## src/spq_pkg.sv

```systemverilog
// Package for the sorted priority queue: sizes, codes and transaction types.
`default_nettype none
package spq_pkg;

	localparam int CAPACITY       = 16;
	localparam int PRIORITY_WIDTH = 8;
	localparam int DATA_WIDTH     = 32;
	localparam int CNT_W          = $clog2(CAPACITY + 1);

	localparam logic ACT_PUSH = 1'b0;
	localparam logic ACT_POP  = 1'b1;

	typedef enum logic [1:0] {
		ST_OK         = 2'd0,
		ST_POP_EMPTY  = 2'd1,
		ST_PUSH_FULL  = 2'd2
	} status_t;

	typedef struct packed {
		logic                             action;
		logic signed [DATA_WIDTH-1:0]     value;
		logic        [PRIORITY_WIDTH-1:0] priority_req;
	} request_t;

	typedef struct packed {
		status_t                          status;
		logic signed [DATA_WIDTH-1:0]     front_value;
		logic        [PRIORITY_WIDTH-1:0] front_priority;
		logic                             is_empty;
		logic        [CNT_W-1:0]          entry_count;
	} result_t;

	// One queue slot as it travels between neighbouring cells.
	typedef struct packed {
		logic                             valid;
		logic        [DATA_WIDTH-1:0]     value;
		logic        [PRIORITY_WIDTH-1:0] prio;
	} entry_t;

	// Operation broadcast to every cell in the row.
	typedef struct packed {
		logic                             push;
		logic                             pop;
		logic        [DATA_WIDTH-1:0]     value;
		logic        [PRIORITY_WIDTH-1:0] prio;
	} cell_cmd_t;

endpackage
`default_nettype wire

```

## src/spq_cell.sv

```systemverilog
// One slot of the sorted row: holds an entry and trades it with its neighbours.
`default_nettype none
module spq_cell (
	input  wire               clk,
	input  wire               arst_n,
	input  spq_pkg::cell_cmd_t cmd,
	input  spq_pkg::entry_t   left_entry,
	input  wire               left_keep,
	input  spq_pkg::entry_t   right_entry,
	output spq_pkg::entry_t   entry,
	output logic              keep
);
	import spq_pkg::*;

	logic   valid_q;
	logic   [DATA_WIDTH-1:0]     value_q;
	logic   [PRIORITY_WIDTH-1:0] prio_q;
	entry_t new_entry;
	entry_t next_entry;

	// The entry stays put on a push when it is ahead of the new one.
	assign keep = valid_q && (prio_q >= cmd.prio);

	assign entry = '{valid: valid_q, value: value_q, prio: prio_q};

	always_comb begin
		new_entry  = '{valid: 1'b1, value: cmd.value, prio: cmd.prio};
		next_entry = entry;
		if (cmd.push) begin
			if (keep) begin
				next_entry = entry;
			end else if (left_keep) begin
				next_entry = new_entry;
			end else begin
				next_entry = left_entry;
			end
		end else if (cmd.pop) begin
			next_entry = right_entry;
		end
	end

	always_ff @(posedge clk or negedge arst_n) begin
		if (!arst_n) begin
			valid_q <= 1'b0;
		end else begin
			valid_q <= next_entry.valid;
		end
	end

	always_ff @(posedge clk) begin
		value_q <= next_entry.value;
		prio_q  <= next_entry.prio;
	end

endmodule
`default_nettype wire

```

## src/sorted_priority_queue.sv

```systemverilog
// Top level of the sorted priority queue: a row of cells and the result register.
// Latency: the result of a transaction is strobed on done in the cycle after it is accepted.
// Throughput: one transaction per cycle; busy stays low, as the whole row updates on the same edge.
// The rate is set by the cell row, where every cell compares and shifts in parallel.
// Reset: arst_n clears all valid bits and the count, leaving an empty queue at once.
// The receiver cannot stall; each result is shown for exactly one cycle.
`default_nettype none
module sorted_priority_queue (
	input  wire                clk,
	input  wire                arst_n,
	input  wire                start,
	output logic               busy,
	input  spq_pkg::request_t  request,
	output logic               done,
	output spq_pkg::result_t   result
);
	import spq_pkg::*;

	// The row answers a transaction within the same cycle, so it is never busy.
	assign busy = 1'b0;

	logic                accept;
	logic                is_full;
	logic                is_none;
	cell_cmd_t           cmd;
	entry_t              cell_entry [CAPACITY];
	logic                cell_keep  [CAPACITY];
	logic [CNT_W-1:0]    count_q;
	logic [CNT_W-1:0]    count_next;
	status_t             status_next;
	status_t             status_q;
	logic                done_q;

	assign accept  = start && !busy;
	assign is_full = (count_q == CNT_W'(CAPACITY));
	assign is_none = (count_q == '0);

	// A push on a full queue and a pop on an empty one leave every cell alone.
	always_comb begin
		cmd.push    = accept && (request.action == ACT_PUSH) && !is_full;
		cmd.pop     = accept && (request.action == ACT_POP) && !is_none;
		cmd.value   = request.value;
		cmd.prio    = request.priority_req;
		count_next  = count_q;
		status_next = ST_OK;
		if (request.action == ACT_PUSH) begin
			if (is_full) begin
				status_next = ST_PUSH_FULL;
			end else begin
				count_next = count_q + 1'b1;
			end
		end else begin
			if (is_none) begin
				status_next = ST_POP_EMPTY;
			end else begin
				count_next = count_q - 1'b1;
			end
		end
	end

	// The cells form a sorted row with the front at index zero. On a push each
	// cell keeps its entry, takes the new one, or takes its left neighbour's; on a
	// pop every cell takes its right neighbour's entry.
	for (genvar i = 0; i < CAPACITY; i++) begin : g_cell
		entry_t left_entry;
		entry_t right_entry;
		logic   left_keep;

		if (i == 0) begin : g_head
			assign left_entry = '0;
			assign left_keep  = 1'b1;
		end else begin : g_body
			assign left_entry = cell_entry[i-1];
			assign left_keep  = cell_keep[i-1];
		end

		if (i == CAPACITY - 1) begin : g_tail
			assign right_entry = '0;
		end else begin : g_inner
			assign right_entry = cell_entry[i+1];
		end

		spq_cell u_cell (
			.clk         (clk),
			.arst_n      (arst_n),
			.cmd         (cmd),
			.left_entry  (left_entry),
			.left_keep   (left_keep),
			.right_entry (right_entry),
			.entry       (cell_entry[i]),
			.keep        (cell_keep[i])
		);
	end

	always_ff @(posedge clk or negedge arst_n) begin
		if (!arst_n) begin
			count_q  <= '0;
			done_q   <= 1'b0;
			status_q <= ST_OK;
		end else begin
			done_q <= accept;
			if (accept) begin
				count_q  <= count_next;
				status_q <= status_next;
			end
		end
	end

	// The front cell already holds the state after the transaction when done is
	// high, so the front fields are read straight from it.
	assign done = done_q;

	always_comb begin
		result.status         = status_q;
		result.entry_count    = count_q;
		result.is_empty       = !cell_entry[0].valid;
		result.front_value    = cell_entry[0].valid ? cell_entry[0].value : '0;
		result.front_priority = cell_entry[0].valid ? cell_entry[0].prio : '0;
	end

`ifndef SYNTHESIS
	a_count_range: assert property (@(posedge clk) disable iff (!arst_n)
		count_q <= CNT_W'(CAPACITY))
		else $error("entry count exceeds capacity");

	a_front_matches_count: assert property (@(posedge clk) disable iff (!arst_n)
		cell_entry[0].valid == (count_q != '0))
		else $error("front cell validity disagrees with entry count");

	a_tail_matches_count: assert property (@(posedge clk) disable iff (!arst_n)
		cell_entry[CAPACITY-1].valid == is_full)
		else $error("last cell validity disagrees with full state");

	a_push_grows: assert property (@(posedge clk) disable iff (!arst_n)
		accept && (request.action == ACT_PUSH) && !is_full |=> count_q == $past(count_q) + 1'b1)
		else $error("accepted push did not grow the queue");

	a_rejected_holds: assert property (@(posedge clk) disable iff (!arst_n)
		done_q && (status_q != ST_OK) |-> count_q == $past(count_q))
		else $error("rejected transaction changed the queue");
`endif

endmodule
`default_nettype wire

```

## config.mk

```make
export PLATFORM = sky130hd
export DESIGN_NAME = sorted_priority_queue
export DESIGN_NICKNAME = d
export VERILOG_FILES = /design/src/spq_pkg.sv /design/src/spq_cell.sv /design/src/sorted_priority_queue.sv
export SDC_FILE = /design/constraint.sdc
export NUM_CORES = 2
export LEC_CHECK = 0
export BUFFER_PORTS_ARGS = -buffer_cell sky130_fd_sc_hd__clkbuf_2
export CORE_MARGIN = 2
export CORE_UTILIZATION = 35
export DETAILED_ROUTE_END_ITERATION = 8
export GPL_TIMING_DRIVEN = 0
export PLACE_DENSITY_LB_ADDON = 0.25
export SLEW_MARGIN = 20
export SYNTH_ARGS = -nofsm -noshare
export SYNTH_HDL_FRONTEND = slang
export SYNTH_SLANG_ARGS = --single-unit
```

## constraint.sdc

```tcl
create_clock -name clk -period 5.05 [get_ports clk]
set_clock_uncertainty 0.15 [all_clocks]
set_input_delay 0.7575 -clock clk [delete_from_list [all_inputs] [get_ports clk]]
set_output_delay 0.7575 -clock clk [all_outputs]
set_load 0.05 [all_outputs]
```

==> impl_results.md <==
- Worst-path clk slew: 50 ps
- Cell-internal power: 0.0128 W
- Seq cells post-synth: 664
- CP Capture Type: flip-flop
- Syn. warnings: 0
- Die ar.: 109,000 sq um
- I/O pin count: 94
- Area grow syn2layout: 13.1%
- Post-CTS Hold Buffers: 0
- Die span in x: 330 microns
- Dpl cell area: 39,800 sq um
- Hold Crit Class: in -> async
- Clk buf depth: 3
- Detailed placement HPWL: 95,000 microns
- Crit path cell chain: clkbuf_2 -> inv_1 -> ha_1 -> and3_1 -> a221o_1 -> a22oi_1 -> clkbuf_1 -> nand2_1 -> nand2_2 -> buf_12
- Worst setup margin: 844 ps
- RSZ-0062 raised after global routing: no
- Clock root cell: clkbuf_16
- Lkg Pwr: 14.7 nW
- Share of layout cells above drive strength 1: 12.3%
- Mean post-synth cell area: 10.9 sq um
- GPL Wtd Cong: 0.851
- XOR/XNOR Fraction of Synth Area: 0.118%
- Vias after detailed routing: 27,600
- Max FO, Critical Path: 29
- First-pass DRT Iterations: 5
- Post-synthesis compound-gate area fraction: 25.4%
- Most common cell after layout, fill and taps aside: o211ai_1
- Switching power: 0.00739 W
- Post-layout minimum cycle time: 4210 ps
- Slew @ Worst Pin: 1140 ps
- Largest net degree at the start of global routing: 32
- Post-Synth Adder-Cell Area: 4.46%
- Routed Antenna Nets: 0
- Post-synthesis cell type count: 53
- Clock power frac: 25.8%
- Clk sinks: 664
- NumNets Final: 3,779
- Routed Wire Length: 114,000 microns
- CTS tree: yes
- Gr usage total: 20.7%
- Residual DRC count: 0
- Seq pwr share: 43.2%
- Resized Gates After CTS: 0
- Die extent in y: 330 microns
- Vias/cell: 5.46
- Status: complete, no violations
- Diodes inserted: 0
- Max-cap violations: 0
- Most frequent cells in the layout: o211ai_1, nand2_1, edfxtp_1
- WP data required: 5220 ps
- Mapped Area: 37,200 sq um
- Final Hold Vio Count: 0
- Post-synthesis sequential area ratio: 53.2%
- Initial antenna violation count: 1
- Routed len/inst: 22.5 microns
- H-Tree Level Count: 3
- CP peak stage delay: 770 ps
- Setup Crit Path Kind: in -> reg
- Gate Count Post-Synth: 3,419
- Cell at the slowest stage of the critical path: a22oi_1
- Postcts setup bufs: 0
- Num CTS Buffers: 74
- Ys flop type: edfxtp_1
- Port Buffers: 92
- Area of the core: 105,000 sq um
- Grt total ovfl: 0
- Iter 0 DRT Violations: 2,000
- Multiplexer share of the synthesized area: 1.16%
- Fin. max-slew vios: 0
- Clk_lat worst skew: 640 ps
- Largest family of logic cells by synthesized area: compound AO/OA/AOI/OAI gates
- Power per standard cell area: 480 nW/um^2
- Post-synthesis simple-gate area fraction: 10.0%
- Vias in the first global route: 27,900
- Rows: 119
- Pre-CTS WS: 110 ps
- Critical Path Source Type: input pin
- Crit path DAT: 4380 ps
- Design Area, Final: 42,100 sq um
- Worst IR Drop VDD: 0.000301 V
- Relative slew slack: 23.2%
- Fmax: 238 MHz
- Starting density of the core: 35.3%
- Setup violators final: 0
- First-pass GRT wire length: 170,000 microns
- Post-synth ARST share: 3.61%
- Post-synth EDFFs: 640
- Switching Share: 36.6%
- Synth Net Count: 3,595
- Combinational share of power: 31.0%
- Fin crit share: 83.3%
stage by stage:
stage	utilization, %	setup TNS (ps)	std cells	power [W]	hold slack [ps]
6_report	39.9	0	5051	0.0202	28.2
5_1_grt	39.9	0	5051	0.0213	70.4
4_1_cts	39.9	0	5051	0.0203	25.4
3_5_place_dp	37.8	0	4918	0.0151	374
3_3_place_gp	37.4	-267520	4902	0.0149	366
2_1_floorplan	-	0	3419	0.0129	312
per-layer routing:
layer | vias up | part of all wire (%) | GRT usage, % | wire, microns
li1 | 13800 | - | - | -
met4 | 0 | 2.1 | 5.06 | 2410
met2 | 676 | 48 | 35.0 | 54000
met5 | - | 0 | 0 | 0
met1 | 13000 | 46 | 28.5 | 52100
met3 | 145 | 4.4 | 2.27 | 5050
layout make-up:
cell class	instances	area [sq um]
Inverter	30	113
Clock buffer	100	2020
Multi-Input combinational cell	2345	15400
Timing Repair Buffer	108	796
Buffer	380	1970
Clock inverter	33	255
Fill cell	10600	63300
Tap cell	1391	1740
Sequential cell	664	19800
power groups by stage:
stage                     clock network (W)  logic, W  registers [W]
after CTS                           0.00530   0.00630        0.00869
after detailed placement                  0   0.00627        0.00880
after floorplan                           0   0.00435        0.00855
final                               0.00522   0.00627        0.00872
after global placement                    0   0.00604        0.00881
after global routing                0.00549   0.00693        0.00886
cells by family after synthesis:
logic type      after synthesis
compound gates             1255
simple gates                909
flops                       664
buf+inv                     410
fa+ha+maj                   132
mux                          43
xor+xnor                      5
other cells                   1
Yosys cell counts (15+ instances only):
master / instances / area share, %
clkbuf_1: 171 / 1.7
nand3_1: 58 / 0.78
nand2b_1: 15 / 0.25
edfxtp_1: 640 / 52
a21o_1: 18 / 0.36
inv_1: 30 / 0.30
ha_1: 131 / 4.4
o21ai_0: 45 / 0.60
buf_6: 27 / 0.82
o211ai_1: 1070 / 22
mux2i_1: 41 / 1.1
and2_1: 40 / 0.67
buf_2: 129 / 1.7
nand2_1: 732 / 7.4
nor2_1: 18 / 0.18
buf_4: 49 / 0.99
dfrtp_1: 24 / 1.6
a21oi_1: 24 / 0.32
worst max-delay path: cells and delay by family:
family                     cells  cell delay [ps]
buffers and inverters          4             1440
AOI/OAI and AO/OA              2             1130
and+or+nand+nor                3              640
adders and majority gates      1              370
state kept, by name, summed over array words and instances (netlist names):
signal	cells
g_cell.u_cell.valid_q	16
g_cell.u_cell.prio_q	128
g_cell.u_cell.value_q	512
count_q	5
status_q	2
done	1
final timing paths:
kind / from / end / slack, ps / depth (start not counted)
hold / removal: arst_n / g_cell[0].u_cell.valid_q / 30 / 1
setup reg to reg: g_cell[0].u_cell.prio_q[5] / g_cell[0].u_cell.value_q[18] / 1360 / 8
hold reg to reg: status_q[1] / status_q[1] / 380 / 2
min in group clk: start / done / 230 / 1
setup / recovery: request[7] / g_cell[0].u_cell.value_q[18] / 840 / 10
max in group asynchronous: arst_n / g_cell[13].u_cell.valid_q / 4240 / 1
(Power assumes the default switching activity.)
